--- src/hw/rtl/npcs_pkg.sv ---
package npcs_pkg;

  // Kind of work that the front hands to the back
  typedef enum logic {
    KIND_LOAD  = 1'b0,
    KIND_QUERY = 1'b1
  } kind_e;

  // Operation codes on the operation port
  localparam logic OP_LOAD  = 1'b0;
  localparam logic OP_QUERY = 1'b1;

  localparam int unsigned LEVEL_W  = 8;
  localparam int unsigned FULL_LEVEL = 255;
  localparam int unsigned SQ_W     = 2 * LEVEL_W;   // one squared difference
  localparam int unsigned RB_W     = SQ_W + 1;      // red + blue squares
  localparam int unsigned TOTAL_W  = SQ_W + 2;      // all three squares
  localparam int unsigned COUNT_W  = 9;             // color_count register

  // Classified item. For a load the colors are the entry, for a query the
  // scaled cell levels.
  typedef struct packed {
    kind_e              kind;
    logic [7:0]         slot;
    logic [LEVEL_W-1:0] red;
    logic [LEVEL_W-1:0] green;
    logic [LEVEL_W-1:0] blue;
  } item_t;

  typedef struct packed {
    logic  valid;
    item_t item;
  } queue_head_t;

  // Back-end sequencer states
  typedef enum logic [2:0] {
    ST_IDLE  = 3'b001,
    ST_SCAN  = 3'b010,
    ST_FLUSH = 3'b100
  } back_state_e;

endpackage

--- src/hw/rtl/npcs_front.sv ---
module npcs_front
  import npcs_pkg::*;
#(
  parameter int unsigned PALETTE_DEPTH = 256,
  parameter int unsigned RED_CELLS     = 32,
  parameter int unsigned GREEN_CELLS   = 64,
  parameter int unsigned BLUE_CELLS    = 16
) (
  input  logic        clk_i,
  input  logic        rst_ni,
  input  logic        start_i,
  output logic        busy_o,
  input  logic        operation_i,
  input  logic [7:0]  entry_index_i,
  input  logic [7:0]  entry_red_i,
  input  logic [7:0]  entry_green_i,
  input  logic [7:0]  entry_blue_i,
  input  logic [4:0]  cell_red_i,
  input  logic [5:0]  cell_green_i,
  input  logic [3:0]  cell_blue_i,
  input  logic        pop_i,
  output queue_head_t head_o
);

  localparam int unsigned QDEPTH = 2;

  // Cell to level tables; indexes past the last cell read full level, which
  // also does the clamping.
  logic [LEVEL_W-1:0] red_lut   [256];
  logic [LEVEL_W-1:0] green_lut [256];
  logic [LEVEL_W-1:0] blue_lut  [256];

  for (genvar g = 0; g < 256; g++) begin : g_lut
    localparam int unsigned RV = (g >= RED_CELLS - 1) ? FULL_LEVEL :
                                 (FULL_LEVEL * g) / (RED_CELLS - 1);
    localparam int unsigned GV = (g >= GREEN_CELLS - 1) ? FULL_LEVEL :
                                 (FULL_LEVEL * g) / (GREEN_CELLS - 1);
    localparam int unsigned BV = (g >= BLUE_CELLS - 1) ? FULL_LEVEL :
                                 (FULL_LEVEL * g) / (BLUE_CELLS - 1);
    assign red_lut[g]   = LEVEL_W'(RV);
    assign green_lut[g] = LEVEL_W'(GV);
    assign blue_lut[g]  = LEVEL_W'(BV);
  end

  item_t item_d;
  logic  in_range;
  logic  push;

  assign in_range = {1'b0, entry_index_i} < 9'(PALETTE_DEPTH);

  always_comb begin
    item_d.slot = entry_index_i;
    if (operation_i == OP_QUERY) begin
      item_d.kind  = KIND_QUERY;
      item_d.red   = red_lut[8'(cell_red_i)];
      item_d.green = green_lut[8'(cell_green_i)];
      item_d.blue  = blue_lut[8'(cell_blue_i)];
    end else begin
      item_d.kind  = KIND_LOAD;
      item_d.red   = entry_red_i;
      item_d.green = entry_green_i;
      item_d.blue  = entry_blue_i;
    end
  end

  // Two-entry queue. Out-of-range loads are dropped here.
  item_t      mem_q [QDEPTH];
  logic       wptr_q, rptr_q;
  logic [1:0] cnt_q;
  logic       pop;

  assign busy_o = (cnt_q == 2'(QDEPTH));
  assign push   = start_i && !busy_o && ((operation_i == OP_QUERY) || in_range);
  assign pop    = pop_i && (cnt_q != 2'd0);

  always_ff @(posedge clk_i) begin
    if (push) begin
      mem_q[wptr_q] <= item_d;
    end
  end

  always_ff @(posedge clk_i or negedge rst_ni) begin
    if (!rst_ni) begin
      wptr_q <= 1'b0;
      rptr_q <= 1'b0;
      cnt_q  <= 2'd0;
    end else begin
      if (push) begin
        wptr_q <= ~wptr_q;
      end
      if (pop) begin
        rptr_q <= ~rptr_q;
      end
      case ({push, pop})
        2'b10:   cnt_q <= cnt_q + 2'd1;
        2'b01:   cnt_q <= cnt_q - 2'd1;
        default: cnt_q <= cnt_q;
      endcase
    end
  end

  assign head_o.valid = (cnt_q != 2'd0);
  assign head_o.item  = mem_q[rptr_q];

endmodule

--- config.mk ---
export PLATFORM = sky130hd
export DESIGN_NAME = npcs_front
export DESIGN_NICKNAME = d
export VERILOG_FILES = /design/src/hw/rtl/npcs_pkg.sv /design/src/hw/rtl/npcs_front.sv
export SDC_FILE = /design/constraint.sdc
export NUM_CORES = 1
export LEC_CHECK = 0
export BUFFER_PORTS_ARGS = -buffer_cell sky130_fd_sc_hd__buf_4
export CAP_MARGIN = 20
export CORE_ASPECT_RATIO = 0.7
export CORE_MARGIN = 3
export CORE_UTILIZATION = 55
export CTS_BUF_LIST = sky130_fd_sc_hd__clkbuf_16
export CTS_CLUSTER_DIAMETER = 200
export CTS_CLUSTER_SIZE = 16
export DETAILED_ROUTE_END_ITERATION = 16
export GPL_ROUTABILITY_DRIVEN = 0
export GPL_TIMING_DRIVEN = 0
export HOLD_SLACK_MARGIN = 0.06
export PLACE_DENSITY = 0.85
export SKIP_CTS_REPAIR_TIMING = 1
export SLEW_MARGIN = 20
export SYNTH_ARGS = -nofsm -noshare
export SYNTH_HDL_FRONTEND = slang
export SYNTH_SLANG_ARGS = --single-unit
--- constraint.sdc ---
create_clock -name clk_i -period 3.94 [get_ports clk_i]
set_clock_uncertainty 0.2 [all_clocks]
set_input_delay 0.394 -clock clk_i [delete_from_list [all_inputs] [get_ports clk_i]]
set_output_delay 0.394 -clock clk_i [all_outputs]
set_load 0.01 [all_outputs]
==> flow_summary.json, run 1 <==
{
  "grt_max_degree": 23,
  "syn_area_um2": 2970,
  "finalSetupViolations": 0,
  "worstPathArrival_ps": 1670,
  "final_hold_viol_count": 0,
  "cts_tree": "done",
  "critical_path.endpoint_type": "output pin",
  "die_area_um2": 6320,
  "worst_pin_slew_ps": 500,
  "coreArea_um2": 4990,
  "yosys.area_share.simple_pct": 4.35,
  "ys_seq_area_share_pct": 70.2,
  "drt-vias-per-instance": 5.26,
  "rrSetupSlack_ps": 2090,
  "diodes": 0,
  "io_buffers": 86,
  "synth.distinct_cells": 30,
  "pwr-share-clk_pct": 26.1,
  "synth_flop_cell": "edfxtp_1",
  "num_rows": 21,
  "grt_use_total_pct": 21.2,
  "antenna_found_initial": 0,
  "cp_data_required_time_ps": 3350,
  "p_int_mw": 1.96,
  "fin_crit_ps": 2270,
  "first_pass_iters": 4,
  "wl_um": 6430,
  "cts_sinks": 70,
  "drive_gt1_share_pct": 51.2,
  "yosysTopAreaCellShare_pct": 66.8,
  "fmax_ghz": 0.441,
  "p_seq_share_pct": 39.1,
  "synth-xor-area-share_pct": 1.48,
  "fill_cells": 274,
  "yosys.area.top_type": "edfxtp_1",
  "grt_pass1_wl_um": 9660,
  "final.setup.tns_ps": 0,
  "io_pins": 87,
  "vias": 1955,
  "multiInputGateArea_um2": 811,
  "avgSynthCellArea_um2": 15.6,
  "instances_no_fill": 372,
  "syn_inst": 190,
  "reg2reg_from": "cnt_q[0]",
  "wire_per_inst_um": 17.3,
  "cts_buffers": 9,
  "synth.area.mux_share_pct": 15.9,
  "path_class": "reg -> out",
  "drc": 0,
  "regArea_um2": 2080,
  "hp-class": "in -> reg",
  "die_width_um": 93.8,
  "fin_nets": 351,
  "cts_root_buf": "clkbuf_16",
  "p_comb_share_pct": 34.8,
  "htree_levels": 3,
  "critPathLaunch": "rptr_q",
  "place.detailed.hpwl_um": 4310,
  "clock_path_buffers": 2,
  "worstReg2RegEnd": "mem_q[0][15]",
  "ys_warn_count": 0,
  "outcome": "finished clean",
  "place_area_um2": 3760,
  "initial_utilization_pct": 59.4,
  "peakVddDrop_mv": 0.577,
  "switching_power_mw": 0.806,
  "syn_to_final_growth_pct": 39.1,
  "clk_latency_ps": 320,
  "holdWs_ps": 130,
  "ys_ff_latch": 70,
  "synthAdderAreaFrac_pct": 0.422,
  "worstSetupEndpoint": "head_o[11]",
  "grt_pass1_vias": 1933,
  "fin_area_um2": 4120,
  "die_h_um": 67.4,
  "drt-initial-drc-count": 134,
  "powerDensity_nw_per_um2": 670,
  "place_inst": 347,
  "start_kind": "register",
  "synth-edff-count": 66,
  "synth_top_family_by_area": "multiplexers",
  "fin_crit_sh_pct": 57.5,
  "grt_remaining_overflow": 0,
  "cts.reportedPaths.clkPinSlew_ps": 50,
  "ff2ff_path_depth": 4,
  "ant_nets": 0,
  "power.leakage_nw": 1.65,
  "swShare_pct": 29.2,
  "syn_nets": 243,
  "slew_violations": 0,
  "max_cap_violations": 0,
  "async_reset_ff_share_pct": 5.71,
  "synth_compound_area_share_pct": 4.85,
  "synthTopCellsByArea": "edfxtp_1 (67%), mux2_2 (16%), dfrtp_1 (3.4%), o21ai_0 (2.0%), inv_1 (1.6%)",
  "rsz0062_at_grt": "false",
  "cp_max_fo": 10,
  "slew_headroom_pct": 66.7
}
placed cells by master (no fill, tap or decap), drive strengths merged, types with 4 or more instances in the layout:
| cell type | n |
|---|---|
| dlygate4sd3 | 9 |
| o21ai | 13 |
| edfxtp | 66 |
| mux2 | 42 |
| nand2 | 8 |
| dfrtp | 4 |
| nor2 | 7 |
| a21oi | 4 |
| clkbuf | 11 |
| inv | 15 |
| buf | 93 |
synthesized netlist by cell type (3+ instances only):
cell type,count
a21oi_1,4
nand2_1,8
buf_2,5
o21ai_0,12
nor2_1,7
dfrtp_1,4
mux2_2,42
edfxtp_1,66
xnor2_1,3
inv_1,13
cell type report:
cell class                      count  area share [%]
Multi-Input combinational cell    100            19.7
Buffer                              7           0.789
Tap cell                           69            2.09
Clock inverter                      7            1.15
Inverter                           13            1.18
Timing Repair Buffer               97            19.2
Clock buffer                        9            5.46
Sequential cell                    70            50.5
kinds of logic after synthesis:
logic type	count (synthesis)
xor+xnor	5
simple gates	27
buf+inv	20
flops	70
fa+ha+maj	1
mux	42
compound gates	25
worst min-delay path by stage:
stage,cells past startpoint,end,start
3_5_place_dp,1,rptr_q,rst_ni
3_3_place_gp,1,wptr_q,rst_ni
6_report,1,mem_q[1][32],operation_i
5_1_grt,1,mem_q[1][32],operation_i
4_1_cts,1,cnt_q[0],rst_ni
2_1_floorplan,0,cnt_q[0],rst_ni
power by group through the flow:
stage | registers [mW] | logic [mW] | clock network [mW]
3_5_place_dp | 1.09 | 0.954 | 0
4_1_cts | 1.08 | 0.966 | 0.732
3_3_place_gp | 1.09 | 0.895 | 0
6_report | 1.08 | 0.960 | 0.721
5_1_grt | 1.10 | 1.04 | 0.763
2_1_floorplan | 1.08 | 0.509 | 0
per-stage QoR:
stage          power [mW]  worst slack, ps  util [%]
6_report             2.76             1670      82.6
5_1_grt              2.90             1610      82.6
4_1_cts              2.78             1650      80.8
3_5_place_dp         2.05             2030      75.3
3_3_place_gp         1.99              433      74.1
2_1_floorplan        1.59             1290         -
routing by layer:
| layer | routed length [um] | GRT usage, % | vias to the layer above |
|---|---|---|---|
| met4 | 4 | 4.50 | 0 |
| met2 | 3100 | 34.9 | 90 |
| met3 | 614 | 9.02 | 2 |
| met5 | 0 | 0 | - |
| li1 | - | - | 922 |
| met1 | 2720 | 26.5 | 941 |
state kept, by name, summed over array words and instances (netlist names):
register	flops
mem_q	66
cnt_q	2
rptr_q	1
wptr_q	1
worst max-delay path: stages, from the launching register on:
cell and delay, ps:
dfrtp_1 310, buf_2 190, buf_2 310, mux2_2 390, buf_4 140
Note: power is estimated with default switching activity, not from simulation.
==> inputs of run 2 (changes only) <==
ABC_AREA = 1   (was unset)
CORE_UTILIZATION = 47   (was 55)
PLACE_DENSITY = 0.77   (was 0.85)
clock period = 2.05 ns   (was 3.94 ns; I/O delays follow)
==> run 2 against run 1 <==
  * Sequential share of layout area down 5.6 points
  * Area after synthesis up 3.8%
  * Synthesized cell count up 59%
  * Largest power group is now combinational logic
  * Hold slack worse by 110 ps
  * Combinational power up 120%
  * Global-route usage down 1.9 points
  * Die area up 20%
  * Power up 120%
  * Largest cell class unchanged
==> flow_summary.json, run 2 <==
{
  "outcome": "finished clean",
  "worst_pin_slew_ps": 518,
  "grt_pass1_vias": 2270,
  "worstPathArrival_ps": 1870,
  "hold_depth": 3,
  "fin_nets": 495,
  "fin_area_um2": 4630,
  "die_width_um": 103,
  "drt-vias-per-instance": 4.89,
  "path_class": "in -> reg",
  "place_area_um2": 3890,
  "diodes": 0,
  "cts_sinks": 70,
  "synthTopCellsByArea": "edfxtp_1 (64%), nand2_1 (21%), dfrtp_1 (3.3%), inv_1 (1.8%), nand3_1 (1.1%)",
  "synthAdderAreaFrac_pct": 0.407,
  "ant_nets": 0,
  "cts_buffers": 9,
  "clk_latency_ps": 320,
  "grt_use_total_pct": 19.3,
  "cts_root_buf": "clkbuf_16",
  "largest_register": "mem_q",
  "ys_warn_count": 0,
  "coreArea_um2": 6010,
  "synth.area.mux_share_pct": 0,
  "syn_to_final_growth_pct": 50.6,
  "place.detailed.hpwl_um": 5060,
  "hp-class": "in -> reg",
  "fin_crit_sh_pct": 98.0,
  "reg2reg_from": "cnt_q[0]",
  "initial_utilization_pct": 51.2,
  "power.leakage_nw": 2.16,
  "synth-xor-area-share_pct": 1.38,
  "synth_flop_cell": "edfxtp_1",
  "final_common_cell": "nand2_1",
  "drive_gt1_share_pct": 27.5,
  "synth_compound_area_share_pct": 2.07,
  "synth.distinct_cells": 22,
  "synth_commonest_cells": "nand2_1 (171), edfxtp_1 (66), inv_1 (15), nand3_1 (7), nor2_1 (7)",
  "wire_per_inst_um": 14.8,
  "holdPathEnd": "mem_q[0][11]",
  "max_cap_violations": 0,
  "total_power_mw": 5.99,
  "grt_pass1_wl_um": 10800,
  "htree_levels": 3,
  "yosys.area.top_type": "edfxtp_1",
  "ff2ff_path_depth": 7,
  "ys_seq_area_share_pct": 67.6,
  "cp_max_fo": 10,
  "fill_cells": 401,
  "cp_data_required_time_ps": 1910,
  "worstReg2RegEnd": "cnt_q[1]",
  "worstHoldStart": "entry_green_i[3]",
  "async_reset_ff_share_pct": 5.71,
  "ys_ff_latch": 70,
  "first_pass_iters": 5,
  "slew_headroom_pct": 65.4,
  "yosysTopAreaCellShare_pct": 64.4,
  "die_h_um": 73.7,
  "finalSetupViolations": 0,
  "wl_um": 7740,
  "fin_crit_ps": 2010,
  "io_pins": 87,
  "critical_path.endpoint_type": "register",
  "syn_area_um2": 3080,
  "vias": 2550,
  "top_regs": "mem_q x66, cnt_q x2",
  "grt_max_degree": 24,
  "cts.reportedPaths.clkPinSlew_ps": 50,
  "drt-initial-drc-count": 128,
  "avgSynthCellArea_um2": 10.2,
  "peakVddDrop_mv": 0.707,
  "io_buffers": 86,
  "num_rows": 23,
  "slew_violations": 0,
  "largest_register_ffs": 66,
  "yosys.area_share.simple_pct": 23.7,
  "syn_inst": 303,
  "start_kind": "input port",
  "synth_most_common_cell": "nand2_1",
  "grt_remaining_overflow": 0,
  "syn_nets": 356,
  "final_hold_viol_count": 0,
  "final.setup.tns_ps": 0,
  "cts_tree": "done",
  "die_area_um2": 7570,
  "antenna_found_initial": 0,
  "clock_path_buffers": 2,
  "synth_top_family_by_area": "simple AND/OR/NAND/NOR gates",
  "drc": 0,
  "fmax_ghz": 0.498,
  "powerDensity_nw_per_um2": 1290,
  "synth-edff-count": 66,
  "layout_common_cells": "nand2_1 (171), buf_4 (89), edfxtp_1 (66)",
  "rrSetupSlack_ps": 200
}
==> run 2: worst max-delay path by stage <==
| stage | from | end | slack [ps] | depth (start not counted) |
|---|---|---|---|---|
| 6_report | operation_i | mem_q[1][6] | 40 | 8 |
| 5_1_grt | operation_i | mem_q[1][6] | -7 | 8 |
| 4_1_cts | rptr_q | head_o[19] | 190 | 6 |
| 3_5_place_dp | cnt_q[0] | cnt_q[1] | 210 | 7 |
| 3_3_place_gp | cnt_q[1] | mem_q[1][12] | -1290 | 3 |
| 2_1_floorplan | cnt_q[1] | mem_q[0][0] | -530 | 3 |
==> run 2: cell type report <==
type	instances	area [um2]	area share (%)
well taps	75	93.8	2.02
clock buffers	9	225	4.86
clock inverters	7	121	2.62
multi-input cells	205	863	18.6
repair buffers	128	1100	23.8
inverters	17	66.3	1.43
plain buffers	11	81.3	1.75
flip-flops and latches	70	2080	44.9
==> run 2: worst max-delay path, stage by stage <==
cell and delay [ps]:
dlygate4sd3_1 520, buf_4 150, inv_2 40, buf_6 130, buf_6 150, nand2_1 60
nand2_1 50, dlygate4sd3_1 570
==> run 2: cells by family (layout without fill, tap and decap cells) <==
logic type               Yosys count  count (layout)
AND/OR/NAND/NOR                  188             188
AO/OA/AOI/OAI                     12              12
flip-flops                        70              70
adder cells (fa/ha/maj)            1               1
XOR/XNOR                           4               4
buffers and inverters             28             172
==> run 2: metal layers <==
| metal | share of wire, % | track usage (%) | routed length [um] | vias to the layer above |
|---|---|---|---|---|
| li1 | - | - | - | 1263 |
| met1 | 40 | 24.1 | 3080 | 1190 |
| met2 | 51 | 31.8 | 3990 | 89 |
| met3 | 7.9 | 6.45 | 609 | 8 |
| met4 | 0.83 | 6.11 | 64 | 0 |
| met5 | 0 | 0 | 0 | - |
==> run 2: power breakdown <==
group	switching, mW	internal, mW	total, mW
clock	0.570	1.19	1.76
sequential	0.100	1.98	2.08
combinational	1.19	0.953	2.15
==> run 2: stage by stage <==
stage	setup slack (ps)	hold slack, ps	utilization [%]	std cells
after floorplan	-528	-291	-	303
after global placement	-1290	-196	63.5	464
after detailed placement	211	-193	64.6	466
after CTS	189	-539	70.4	482
after global routing	-7.27	62.3	77.1	522
final	41.4	22.8	77.1	522
